`config.mk`:
```
export PLATFORM = sky130hd
export DESIGN_NAME = escape_aware_row_wrapper
export DESIGN_NICKNAME = d
export VERILOG_FILES = /design/src/rtl/core/earw_pkg.sv /design/src/rtl/core/escape_aware_row_wrapper.sv /design/src/rtl/core/earw_ctrl.sv /design/src/rtl/core/earw_dp.sv
export VERILOG_INCLUDE_DIRS = /design/src /design/src/rtl/core
export SDC_FILE = /design/constraint.sdc
export NUM_CORES = 1
export LEC_CHECK = 0
export BUFFER_PORTS_ARGS = -buffer_cell sky130_fd_sc_hd__buf_2
export CAP_MARGIN = 30
export CORE_MARGIN = 2
export CORE_UTILIZATION = 45
export CTS_CLUSTER_DIAMETER = 60
export DETAILED_ROUTE_END_ITERATION = 6
export GPL_TIMING_DRIVEN = 0
export SLEW_MARGIN = 20
export SYNTH_ARGS = -nofsm -noshare
export SYNTH_HDL_FRONTEND = slang
export SYNTH_HIERARCHICAL = 1
export SYNTH_SLANG_ARGS = --single-unit
```
`constraint.sdc`:
```
create_clock -name clk -period 4.4 [get_ports clk]
set_input_delay 0.66 -clock clk [delete_from_list [all_inputs] [get_ports clk]]
set_output_delay 0.66 -clock clk [all_outputs]
set_load 0.05 [all_outputs]
```
`src/rtl/core/assert_macros.svh`:
```
// ----------------------------------------------------------------------------
// assertion macros
// shared concurrent check forms for the row wrapper modules
// ----------------------------------------------------------------------------
`ifndef ASSERT_MACROS_SVH
`define ASSERT_MACROS_SVH

// same-cycle implication
`define ASSERT_IMPL(label, clk, rst, pre, post) \
  label: assert property (@(posedge clk) disable iff (rst) (pre) |-> (post)) \
    else $error("same-cycle check failed");

// next-cycle implication
`define ASSERT_NEXT(label, clk, rst, pre, post) \
  label: assert property (@(posedge clk) disable iff (rst) (pre) |=> (post)) \
    else $error("next-cycle check failed");

`endif

```
`src/rtl/core/earw_pkg.sv`:
```
// ----------------------------------------------------------------------------
// earw_pkg
// types and constants shared by the escape-aware row wrapper
// ----------------------------------------------------------------------------
`default_nettype none

package earw_pkg;

  localparam int unsigned ROW_WIDTH_BITS = 10;
  localparam logic [ROW_WIDTH_BITS-1:0] ROW_WIDTH_RESET = 10'd80;

  localparam logic [7:0] ESC_BYTE   = 8'h1b;
  localparam logic [7:0] CSI_INTRO  = 8'h5b;
  localparam logic [7:0] FINAL_LO   = 8'h40;
  localparam logic [7:0] FINAL_HI   = 8'h7e;
  localparam logic [7:0] CONT_LO    = 8'h80;
  localparam logic [7:0] CONT_HI    = 8'hbf;

  typedef enum logic [1:0] {
    MODE_NORMAL = 2'd0,
    MODE_ESC    = 2'd1,
    MODE_CSI    = 2'd2
  } mode_t;

  typedef enum logic [1:0] {
    SRC_IN_BYTE   = 2'd0,
    SRC_BREAK     = 2'd1,
    SRC_REPLAY    = 2'd2,
    SRC_HELD_BYTE = 2'd3
  } src_t;

  typedef struct packed {
    logic accept;
    logic emit;
    src_t src;
    logic last;
    logic start;
    logic step;
    logic clear;
  } cmd_t;

  typedef struct packed {
    logic in_valid;
    logic out_free;
    logic has_byte;
    logic line_end;
    logic need_break;
    logic held_line_end;
    logic replay_last;
    logic active_empty;
  } status_t;

endpackage

`default_nettype wire

```
`src/rtl/core/escape_aware_row_wrapper.sv`:
```
// ----------------------------------------------------------------------------
// escape_aware_row_wrapper
// wraps one logical terminal line into rows, replaying the last csi per row
// ----------------------------------------------------------------------------
// Each input transaction carries at most one byte and a line-end mark. A
// byte that needs no wrap goes straight to the output register, so plain
// text, escape sequences and utf-8 continuation bytes stream at one byte per
// clock while the output is free. A printable byte that hits the row width
// gives the row break, then the L bytes of the remembered csi, read from the
// two-bank sequence memory one per cycle while the output is free, then the
// byte itself. A line end that comes with a byte adds a row break after it.
// Only one transaction is worked on at a time, and a single output register
// bounds the flow. The sequence memory needs no clearing pass after reset.
// Write row_width only while the block is idle; zero counts as one.
// ----------------------------------------------------------------------------
`default_nettype none

module escape_aware_row_wrapper #(
  parameter int unsigned SEQ_MAX  = 32,
  parameter int unsigned COL_BITS = 10
) (
  input  wire logic       clk,
  input  wire logic       rst,
  input  wire logic       cfg_wr_en,
  input  wire logic [9:0] cfg_wr_data,    // row_width
  input  wire logic       s_axis_tvalid,
  output logic            s_axis_tready,
  input  wire logic [7:0] s_axis_tdata,   // data_byte
  input  wire logic [0:0] s_axis_tuser,   // has_byte
  input  wire logic       s_axis_tlast,   // line_end
  output logic            m_axis_tvalid,
  input  wire logic       m_axis_tready,
  output logic [7:0]      m_axis_tdata,   // out_byte
  output logic [1:0]      m_axis_tuser,   // kind, sgr_overflow
  output logic            m_axis_tlast    // final_res
);

  earw_pkg::cmd_t    cmd;
  earw_pkg::status_t status;
  logic              out_kind;
  logic              out_ovf;

  earw_ctrl u_ctrl (
    .clk      (clk),
    .rst      (rst),
    .status   (status),
    .cmd      (cmd),
    .in_ready (s_axis_tready)
  );

  earw_dp #(
    .SEQ_MAX  (SEQ_MAX),
    .COL_BITS (COL_BITS)
  ) u_dp (
    .clk         (clk),
    .rst         (rst),
    .cfg_wr_en   (cfg_wr_en),
    .cfg_wr_data (cfg_wr_data),
    .in_valid    (s_axis_tvalid),
    .in_has_byte (s_axis_tuser[0]),
    .in_byte     (s_axis_tdata),
    .in_line_end (s_axis_tlast),
    .cmd         (cmd),
    .status      (status),
    .out_ready   (m_axis_tready),
    .out_valid   (m_axis_tvalid),
    .out_kind    (out_kind),
    .out_byte    (m_axis_tdata),
    .out_ovf     (out_ovf),
    .out_last    (m_axis_tlast)
  );

  assign m_axis_tuser = {out_ovf, out_kind};

endmodule

`default_nettype wire

```
`src/rtl/core/earw_ctrl.sv`:
```
// ----------------------------------------------------------------------------
// earw_ctrl
// sequences the results of one input transaction: byte, row break, replay
// ----------------------------------------------------------------------------
`default_nettype none
`include "assert_macros.svh"

module earw_ctrl (
  input  wire logic             clk,
  input  wire logic             rst,
  input  wire earw_pkg::status_t status,
  output earw_pkg::cmd_t        cmd,
  output logic                  in_ready
);

  typedef enum logic [1:0] {
    ST_IDLE,
    ST_REPLAY,
    ST_BYTE,
    ST_LEND
  } state_t;

  state_t state;
  state_t state_next;

  always_ff @(posedge clk) begin
    if (rst) begin
      state <= ST_IDLE;
    end else begin
      state <= state_next;
    end
  end

  always_comb begin
    cmd        = '0;
    cmd.src    = earw_pkg::SRC_BREAK;
    in_ready   = 1'b0;
    state_next = state;
    case (state)
      ST_IDLE: begin
        in_ready = status.out_free;
        if (status.in_valid && status.out_free) begin
          cmd.accept = 1'b1;
          if (status.has_byte) begin
            cmd.emit = 1'b1;
            if (status.need_break) begin
              cmd.src    = earw_pkg::SRC_BREAK;
              cmd.start  = 1'b1;
              state_next = status.active_empty ? ST_BYTE : ST_REPLAY;
            end else begin
              cmd.src  = earw_pkg::SRC_IN_BYTE;
              cmd.last = !status.line_end;
              if (status.line_end) begin
                state_next = ST_LEND;
              end
            end
          end else if (status.line_end) begin
            cmd.emit  = 1'b1;
            cmd.src   = earw_pkg::SRC_BREAK;
            cmd.last  = 1'b1;
            cmd.clear = 1'b1;
          end
        end
      end
      ST_REPLAY: begin
        if (status.out_free) begin
          cmd.emit = 1'b1;
          cmd.src  = earw_pkg::SRC_REPLAY;
          cmd.step = 1'b1;
          if (status.replay_last) begin
            state_next = ST_BYTE;
          end
        end
      end
      ST_BYTE: begin
        if (status.out_free) begin
          cmd.emit = 1'b1;
          cmd.src  = earw_pkg::SRC_HELD_BYTE;
          cmd.last = !status.held_line_end;
          state_next = status.held_line_end ? ST_LEND : ST_IDLE;
        end
      end
      ST_LEND: begin
        if (status.out_free) begin
          cmd.emit   = 1'b1;
          cmd.src    = earw_pkg::SRC_BREAK;
          cmd.last   = 1'b1;
          cmd.clear  = 1'b1;
          state_next = ST_IDLE;
        end
      end
      default: begin
        state_next = ST_IDLE;
      end
    endcase
  end

  `ASSERT_IMPL(a_emit_needs_room, clk, rst, cmd.emit, status.out_free)
  `ASSERT_IMPL(a_replay_nonempty, clk, rst, state == ST_REPLAY, !status.active_empty)
  `ASSERT_NEXT(a_break_then_row, clk, rst, cmd.start, (state == ST_REPLAY) || (state == ST_BYTE))

endmodule

`default_nettype wire

```
`src/rtl/core/earw_dp.sv`:
```
// ----------------------------------------------------------------------------
// earw_dp
// parse state, column count, sequence store and output register
// ----------------------------------------------------------------------------
`default_nettype none
`include "assert_macros.svh"

module earw_dp #(
  parameter int unsigned SEQ_MAX  = 32,
  parameter int unsigned COL_BITS = 10
) (
  input  wire logic                                clk,
  input  wire logic                                rst,
  input  wire logic                                cfg_wr_en,
  input  wire logic [earw_pkg::ROW_WIDTH_BITS-1:0] cfg_wr_data,
  input  wire logic                                in_valid,
  input  wire logic                                in_has_byte,
  input  wire logic [7:0]                          in_byte,
  input  wire logic                                in_line_end,
  input  wire earw_pkg::cmd_t                      cmd,
  output earw_pkg::status_t                        status,
  input  wire logic                                out_ready,
  output logic                                     out_valid,
  output logic                                     out_kind,
  output logic [7:0]                               out_byte,
  output logic                                     out_ovf,
  output logic                                     out_last
);

  localparam int unsigned IW   = $clog2(SEQ_MAX);
  localparam int unsigned LENW = $clog2(SEQ_MAX + 1);
  localparam int unsigned LW   = (COL_BITS > earw_pkg::ROW_WIDTH_BITS) ?
                                 COL_BITS : earw_pkg::ROW_WIDTH_BITS;
  localparam logic [COL_BITS-1:0] COL_MAX = '1;

  logic [earw_pkg::ROW_WIDTH_BITS-1:0] row_width;
  earw_pkg::mode_t     mode;
  logic [COL_BITS-1:0] column;
  logic                act_bank;
  logic [LENW-1:0]     act_len;
  logic [LENW-1:0]     cap_len;
  logic                cap_long;
  logic [IW-1:0]       idx;
  logic [7:0]          held_byte;
  logic                held_line_end;
  logic [7:0]          rd_data;
  logic [7:0]          seq_mem [2][SEQ_MAX];

  logic            mode_esc, mode_csi, mode_normal;
  logic            is_esc, is_intro, is_final, is_cont;
  logic            printable, need_break;
  logic [LW-1:0]   limit_raw, limit;
  logic            push, push_fits, csi_done, ovf_now;
  logic [LENW-1:0] push_base, cap_len_after;
  logic            long_base, long_after;
  logic            replay_last;
  logic [IW-1:0]   rd_idx;
  logic            out_free;
  earw_pkg::mode_t mode_next;

  assign mode_esc    = (mode == earw_pkg::MODE_ESC);
  assign mode_csi    = (mode == earw_pkg::MODE_CSI);
  assign mode_normal = !mode_esc && !mode_csi;

  assign is_esc   = (in_byte == earw_pkg::ESC_BYTE);
  assign is_intro = (in_byte == earw_pkg::CSI_INTRO);
  assign is_final = (in_byte >= earw_pkg::FINAL_LO) && (in_byte <= earw_pkg::FINAL_HI);
  assign is_cont  = (in_byte >= earw_pkg::CONT_LO) && (in_byte <= earw_pkg::CONT_HI);

  assign printable = mode_normal && !is_esc && !is_cont;
  assign limit_raw = (row_width == '0) ? LW'(1) : LW'(row_width);
  assign limit     = (limit_raw > LW'(COL_MAX)) ? LW'(COL_MAX) : limit_raw;
  assign need_break = printable && (LW'(column) >= limit);

  assign push = (mode_esc && is_intro) || mode_csi || (mode_normal && is_esc);
  assign push_base = (mode_normal && is_esc) ? '0 : cap_len;
  assign long_base = (mode_normal && is_esc) ? 1'b0 : cap_long;
  assign push_fits = push_base < LENW'(SEQ_MAX);
  assign cap_len_after = push_fits ? push_base + LENW'(1) : push_base;
  assign long_after = long_base || !push_fits;
  assign csi_done = mode_csi && is_final;
  assign ovf_now  = csi_done && cap_long;

  always_comb begin
    case (mode)
      earw_pkg::MODE_ESC: mode_next = is_intro ? earw_pkg::MODE_CSI : earw_pkg::MODE_NORMAL;
      earw_pkg::MODE_CSI: mode_next = is_final ? earw_pkg::MODE_NORMAL : earw_pkg::MODE_CSI;
      default:            mode_next = is_esc ? earw_pkg::MODE_ESC : earw_pkg::MODE_NORMAL;
    endcase
  end

  assign replay_last = (LENW'(idx) + LENW'(1)) == act_len;
  assign out_free    = !out_valid || out_ready;

  always_comb begin
    if (cmd.start) begin
      rd_idx = '0;
    end else if (cmd.step && !replay_last) begin
      rd_idx = idx + IW'(1);
    end else begin
      rd_idx = idx;
    end
  end

  assign status.in_valid      = in_valid;
  assign status.out_free      = out_free;
  assign status.has_byte      = in_has_byte;
  assign status.line_end      = in_line_end;
  assign status.need_break    = need_break;
  assign status.held_line_end = held_line_end;
  assign status.replay_last   = replay_last;
  assign status.active_empty  = (act_len == '0);

  // sequence store: capture fills the bank that is not being replayed
  always_ff @(posedge clk) begin
    if (cmd.accept && in_has_byte && push && push_fits) begin
      seq_mem[!act_bank][push_base[IW-1:0]] <= in_byte;
    end
    rd_data <= seq_mem[act_bank][rd_idx];
  end

  always_ff @(posedge clk) begin
    if (cmd.accept) begin
      held_byte     <= in_byte;
      held_line_end <= in_line_end;
    end
    if (cmd.start) begin
      idx <= '0;
    end else if (cmd.step && !replay_last) begin
      idx <= idx + IW'(1);
    end
  end

  always_ff @(posedge clk) begin
    if (rst) begin
      row_width <= earw_pkg::ROW_WIDTH_RESET;
      mode      <= earw_pkg::MODE_NORMAL;
      column    <= '0;
      act_bank  <= 1'b0;
      act_len   <= '0;
      cap_len   <= '0;
      cap_long  <= 1'b0;
    end else begin
      if (cfg_wr_en) begin
        row_width <= cfg_wr_data;
      end
      if (cmd.clear) begin
        mode     <= earw_pkg::MODE_NORMAL;
        column   <= '0;
        act_len  <= '0;
        cap_len  <= '0;
        cap_long <= 1'b0;
      end else if (cmd.accept && in_has_byte) begin
        mode <= mode_next;
        if (push) begin
          if (csi_done) begin
            if (!long_after) begin
              act_bank <= !act_bank;
              act_len  <= cap_len_after;
            end
            cap_len  <= '0;
            cap_long <= 1'b0;
          end else begin
            cap_len  <= cap_len_after;
            cap_long <= long_after;
          end
        end
        if (printable) begin
          if (need_break) begin
            column <= COL_BITS'(1);
          end else if (column != COL_MAX) begin
            column <= column + COL_BITS'(1);
          end
        end
      end
    end
  end

  // output register
  always_ff @(posedge clk) begin
    if (rst) begin
      out_valid <= 1'b0;
    end else if (cmd.emit) begin
      out_valid <= 1'b1;
    end else if (out_ready) begin
      out_valid <= 1'b0;
    end
  end

  always_ff @(posedge clk) begin
    if (cmd.emit) begin
      out_last <= cmd.last;
      case (cmd.src)
        earw_pkg::SRC_IN_BYTE: begin
          out_kind <= 1'b0;
          out_byte <= in_byte;
          out_ovf  <= ovf_now;
        end
        earw_pkg::SRC_REPLAY: begin
          out_kind <= 1'b0;
          out_byte <= rd_data;
          out_ovf  <= 1'b0;
        end
        earw_pkg::SRC_HELD_BYTE: begin
          out_kind <= 1'b0;
          out_byte <= held_byte;
          out_ovf  <= 1'b0;
        end
        default: begin
          out_kind <= 1'b1;
          out_byte <= '0;
          out_ovf  <= 1'b0;
        end
      endcase
    end
  end

  `ASSERT_IMPL(a_len_bound, clk, rst, 1'b1, (act_len <= LENW'(SEQ_MAX)) && (cap_len <= LENW'(SEQ_MAX)))
  `ASSERT_NEXT(a_clear_state, clk, rst, cmd.clear, (act_len == '0) && (cap_len == '0) && (column == '0))

endmodule

`default_nettype wire

```
After elaboration in Yosys (flattened, before gate mapping)

Memory sizes are Yosys's and may differ from the RTL's. A register that Yosys moved wholly into a read port is not among the register bits.
Index checks and enable logic that the tools add are counted.

Bits of input ports: 25
Output and inout bits: 13
Memories kept: 1
Bits in writable memories: 512
Logic and storage cells: 157
Register bits: 72

Bitwise gates (word level): 4
Mux-type cells: 60
$add $sub $neg: 4
Order comparisons: 10
Reduce and logical (&&, ||, !) cells: 43
Equality and inequality tests: 18

Memories:

| name         | words | width | rd ports | clocked after Yosys merged registers in | write ports | line          | text |
|---|---|---|---|---|---|---|---|
| u_dp.seq_mem | 2     | 256   | 1        | 1                                       | 1           | earw_dp.sv:47 | `logic [7:0] seq_mem [2][SEQ_MAX];` |

Operator list:

| cell                    | number |
|---|---|
| $mux W256               | 1 |
| $bmux W8 S5             | 1 |
| $demux W8 S5            | 1 |
| $mux W10                | 4 |
| $mux W2                 | 12 |
| $mux W6                 | 4 |
| $mux W8                 | 3 |
| $pmux W8 S3             | 1 |
| $mux W1                 | 21 |
| $logic_and A1 B1 Y1     | 16 |
| $mux W4                 | 4 |
| $ge A6 B6 Y1 const B    | 2 |
| $not A5 Y6              | 2 |
| $pmux W3 S4             | 1 |
| $add A10 B1 Y10 const B | 1 |
| $eq A2 B2 Y1 const B    | 5 |
| $ge A10 B10 Y1          | 1 |
| $gt A10 B10 Y1 const B  | 1 |
| $logic_not A1 Y1        | 10 |
| $logic_not A10 Y1       | 1 |
| $mux W5                 | 2 |
| $ne A10 B10 Y1 const B  | 1 |
| $ne A2 B1 Y1 const B    | 5 |
| $eq A8 B5 Y1 const B    | 1 |
| 31 further kinds        | 38 |

Logic depth before layout (Yosys ltp)

Depth in word-level cells: 15
Depth in mapped cells: 25
Mapped depth without buffers: 21

Cells and area by module

Netlist, hierarchy kept.

Modules (own cells, without submodules):

| module                   | seq. area each (um^2) | area an instance (um^2) | instances | cells each |
|---|---|---|---|---|
| earw_dp                  | 16996.3               | 23859.1                 | 1         | 1430 |
| earw_ctrl                | 40.0                  | 362.8                   | 1         | 47 |
| escape_aware_row_wrapper | 0.0                   | 15.0                    | 1         | 2 |

Worst setup path before layout

OpenSTA, ideal clock, no wires.

Path kind: register to register
Start point: register u_dp/row_width[5] in the netlist's numbering
End point: register u_dp.rd_data[4]
Data arrival time: 4198 ps
Period minus slack after synthesis: 4314 ps
Path buffers: 3
Path slack: 86 ps
Library setup time: 116 ps
Required time: 4284 ps
Cell stages (with the launch flop): 25
Cell sequence: dfxtp_1 -> nor4_1 -> a41o_1 -> ha_1 -> nand2b_1 -> a21o_1 -> a21o_1 -> a21oi_1 -> o21ai_0 -> a21oi_1 -> nor2_1 -> buf_4 -> and3_1 -> clkbuf_1 -> nand2b_1 -> nor3_1 -> a31o_1 -> a221o_2 -> nor2_4 -> inv_2 -> buf_2 -> mux4_2 -> o211ai_1 -> a2bb2oi_1 -> and4_1

RTL lines:

| item                     | line           | text |
|---|---|---|
| start: declaration       | earw_dp.sv:36  | `logic [earw_pkg::ROW_WIDTH_BITS-1:0] row_width;` |
| start signal: assignment | earw_dp.sv:136 | `row_width <= earw_pkg::ROW_WIDTH_RESET;` |
| start signal: assignment | earw_dp.sv:145 | `row_width <= cfg_wr_data;` |
| end signal: assignment   | earw_dp.sv:119 | `rd_data <= seq_mem[act_bank][rd_idx];` |
| end: declaration         | earw_dp.sv:46  | `logic [7:0] rd_data;` |

==> flow_metrics.env <==
export IMPL_power_switching_uw=5240
export IMPL_setup_slack_ns=-0.267
export IMPL_die_width_um=236
export IMPL_grt_ovfl_total=0
export IMPL_ys_async_sr_fraction_pct=0
export IMPL_clock_fmax_mhz=214
export IMPL_worst_hold_slack_ns=0.245
export IMPL_layout_cells_most_common="sky130_fd_sc_hd__edfxtp_1"
export IMPL_fin_nets=1663
export IMPL_cp_arrival_ns=5.21
export IMPL_post_dp_cell_area_sq_um=25400
export IMPL_timing_critical_path_slowest_cell_delay_ns=0.36
export IMPL_switching_share_pct=32.0
export IMPL_netlist_top_cell_by_area="sky130_fd_sc_hd__edfxtp_1"
export IMPL_setup_repair_after_global_routing_missed_its_margin="true"
export IMPL_violations="negative setup slack"
export IMPL_synthesis_nets=1528
export IMPL_synth_enable_flop_cells=532
export IMPL_finalMaxSlewViolations=0
export IMPL_placement_rows=85
export IMPL_setup_worst_path_start_class="flop"
export IMPL_highest_count_cells_in_the_layout_ignoring_fill_and_taps="532 x sky130_fd_sc_hd__edfxtp_1, 100 x sky130_fd_sc_hd__mux4_2, 66 x sky130_fd_sc_hd__nor2_1, 59 x sky130_fd_sc_hd__clkbuf_16, 54 x sky130_fd_sc_hd__inv_1"
export IMPL_timing_worst_slew_pin_value_ns=1.19
export IMPL_ioPinCount=38
export IMPL_max_cap_violations=0
export IMPL_p_leak_uw=0.00923
export IMPL_combPwrFrac_pct=31.7
export IMPL_grt_pass1_vias=13786
export IMPL_drt_drc_violations_left=0
export IMPL_syn_area_sq_um=24200
export IMPL_period_minus_slack_ns=4.67
export IMPL_critPathSlowestCell="sky130_fd_sc_hd__a221o_2"
export IMPL_ys_top_cells_by_area="sky130_fd_sc_hd__edfxtp_1 66%, sky130_fd_sc_hd__mux4_2 8.9%, sky130_fd_sc_hd__dfxtp_1 4.4%, sky130_fd_sc_hd__nor2_1 1.8%, sky130_fd_sc_hd__ha_1 1.2%"
export IMPL_dr_first_iter_drc_count=1612
export IMPL_cts_buffers=57
export IMPL_register_area_share_after_synthesis_pct=70.3
export IMPL_antenna_diode_count=0
export IMPL_viasPerCell=6.02
export IMPL_hpwlAfterDp_um=39100
export IMPL_synthDistinctLibCells=82
export IMPL_finalNonFillerCells=2354
export IMPL_seqPwrFrac_pct=38.5
export IMPL_postSynthCellCount=1479
export IMPL_finalHoldViolCount=0
export IMPL_placement_io_buffers=36
export IMPL_floorplan_initialDensity_pct=45.3
export IMPL_final_layout_size_suffix_gt1_share_pct=28.2
export IMPL_final_period_utilization_pct=106
export IMPL_tritoncts="yes"
export IMPL_fin_skew_ns=0.0170
export IMPL_flop_and_latch_count_out_of_synthesis=585
export IMPL_core_area_sq_um=53500
export IMPL_worst_endpoint_required_ns=4.94
export IMPL_grt_max_degree=70
export IMPL_outcome="finished, violations left"
export IMPL_hp_class="input pin to flop"
export IMPL_fp_dieH_um=236
export IMPL_grt_first_pass_wirelength_um=89300
export IMPL_clk_pin_slew_worst_paths_ns=0.06
export IMPL_power_density_nw_per_um2=575
export IMPL_synth_avg_cell_area_sq_um=16.4
export IMPL_criticalPathCategory="flop to flop"
export IMPL_clk_latency_ns=0.61
export IMPL_drtAntennaViolNets=0
export IMPL_grt_antenna_before_repair=0
export IMPL_power_report_internal_total_uw=11100
export IMPL_timing_slew_headroom_pct=20.3
export IMPL_final_design_area_no_fill_sq_um=28500
export IMPL_synthDominantCellAreaShare_pct=65.9
export IMPL_clock_tree_htree_level_count=2
export IMPL_clock_power_share_pct=29.7
export IMPL_wl_um=60400
export IMPL_firstDrtPassIters=6
export IMPL_timing_critical_path_fanout_max=8
export IMPL_ctsLongestPathBuffers=3
export IMPL_setup_violations=8
export IMPL_synthesis_yosys_warnings=6
export IMPL_dp_cells=2219
export IMPL_area_growth_syn_to_layout_pct=17.4
export IMPL_routed_wire_length_per_instance_um=25.6
export IMPL_gpl_final_weighted_congestion=0.927
export IMPL_grtUsageTotal_pct=21.7
export IMPL_cp_end_kind="flop"
export IMPL_synth_flop_cell="sky130_fd_sc_hd__edfxtp_1"
export IMPL_overall_via_count_from_detail_route=14162
export IMPL_dieArea_sq_um=55700
export IMPL_worst_vdd_rail_ir_drop_v=0.000317
export IMPL_clockRootBuffer="sky130_fd_sc_hd__clkbuf_16"
export IMPL_cts_sinks=585
## synth_stat cells (26+ instances only)
library cell / n
sky130_fd_sc_hd__mux4_2: 96
sky130_fd_sc_hd__inv_1: 55
sky130_fd_sc_hd__a21oi_1: 31
sky130_fd_sc_hd__nor2_1: 118
sky130_fd_sc_hd__nand3_1: 38
sky130_fd_sc_hd__dfxtp_1: 53
sky130_fd_sc_hd__nand2_1: 51
sky130_fd_sc_hd__o21ai_0: 26
sky130_fd_sc_hd__clkbuf_1: 53
sky130_fd_sc_hd__and3_1: 42
sky130_fd_sc_hd__edfxtp_1: 532
sky130_fd_sc_hd__nand4_1: 28
## power groups by stage
stage          sequential [uW]  combinational, uW  clock [uW]
6_report                  6310               5190        4860
5_1_grt                   6320               5410        5170
4_1_cts                   6310               4890        4950
3_5_place_dp              6430               4200           0
3_3_place_gp              6420               4170           0
2_1_floorplan             6550               2570           0
## what timing repair did
item / in CTS / in global routing
hold buffers: 0 / 0
pin swaps: 33 / 23
setup buffers: 22 / 6
gates resized for setup: 127 / 97
gates cloned: 3 / 0
setup endpoints to repair: 187 / 488
## logic make-up after synthesis
family	after synthesis	share of synthesized area [%]
simple gates	354	7.43
flops	585	70.3
buf+inv	150	2.70
mux	135	11.0
fa+ha+maj	24	1.24
xor+xnor	17	0.676
compound gates	214	6.61
## per-layer routing
| layer | routed length [um] | vias up | track usage (%) |
|---|---|---|---|
| met3 | 4470 | 105 | 4.07 |
| met1 | 25900 | 7320 | 31.2 |
| met5 | 0 | - | 0 |
| li1 | - | 6151 | - |
| met4 | 2200 | 0 | 7.97 |
| met2 | 27800 | 586 | 33.3 |
## per-stage QoR
step / TNS, ns / util, % / total power, uW / setup WS, ns
2_1_floorplan: 0 / - / 9120 / 0.0858
3_3_place_gp: -469.02 / 47.3 / 10600 / -1.86
3_5_place_dp: -271.38 / 47.5 / 10600 / -1.42
4_1_cts: -7.65 / 52.3 / 16100 / -0.168
5_1_grt: -3.30 / 53.2 / 16900 / -0.388
6_report: -1.77 / 53.2 / 16400 / -0.267
## layout make-up
cell class / instances / area, sq um
buffer: 87 / 526
clock buffer: 68 / 1510
clock inverter: 35 / 355
fill: 4193 / 25000
inverter: 59 / 224
multi-input combinational: 744 / 7270
sequential: 585 / 17000
tap: 696 / 871
timing repair buffer: 79 / 648
timing repair inverter: 1 / 7.51
## registers in the layout, summed over array words and instances, names as in the netlist, named ones only
signal	count
u_dp/column	10
u_dp/held_line_end	1
u_dp/out_valid	1
u_dp/out_byte	8
u_dp/seq_mem	512
u_dp/cap_len	6
u_ctrl/state	2
u_dp/act_len	6
u_dp/out_last	1
u_dp/cap_long	1
u_dp/row_width	10
u_dp/out_kind	1
u_dp/mode	2
u_dp/rd_data	8
u_dp/out_ovf	1
u_dp/act_bank	1
u_dp/idx	5
u_dp/held_byte	8
## critical path: cells and delay by family (launching register included)
kind / cells / cell delay (ns)
AO/OA/AOI/OAI: 10 / 1.83
AND/OR/NAND/NOR: 9 / 1.33
buffers and inverters: 5 / 0.81
flip-flops: 1 / 0.35
adder cells (fa/ha/maj): 1 / 0.26
## worst paths after layout
path | from | end | slack (ns) | depth (start not counted)
max | u_dp/row_width[9]$_SDFFE_PP0P_ | u_dp/rd_data[5]$_DFF_P_ | -0.27 | 25
max reg2reg | u_dp/row_width[9]$_SDFFE_PP0P_ | u_dp/rd_data[5]$_DFF_P_ | -0.27 | 25
min | s_axis_tlast | u_dp/held_line_end$_DFFE_PP_ | 0.24 | 1
min reg2reg | u_dp/row_width[3]$_SDFFE_PP0P_ | u_dp/row_width[3]$_SDFFE_PP0P_ | 0.50 | 2
Note: power is estimated with default switching activity, not from simulation.
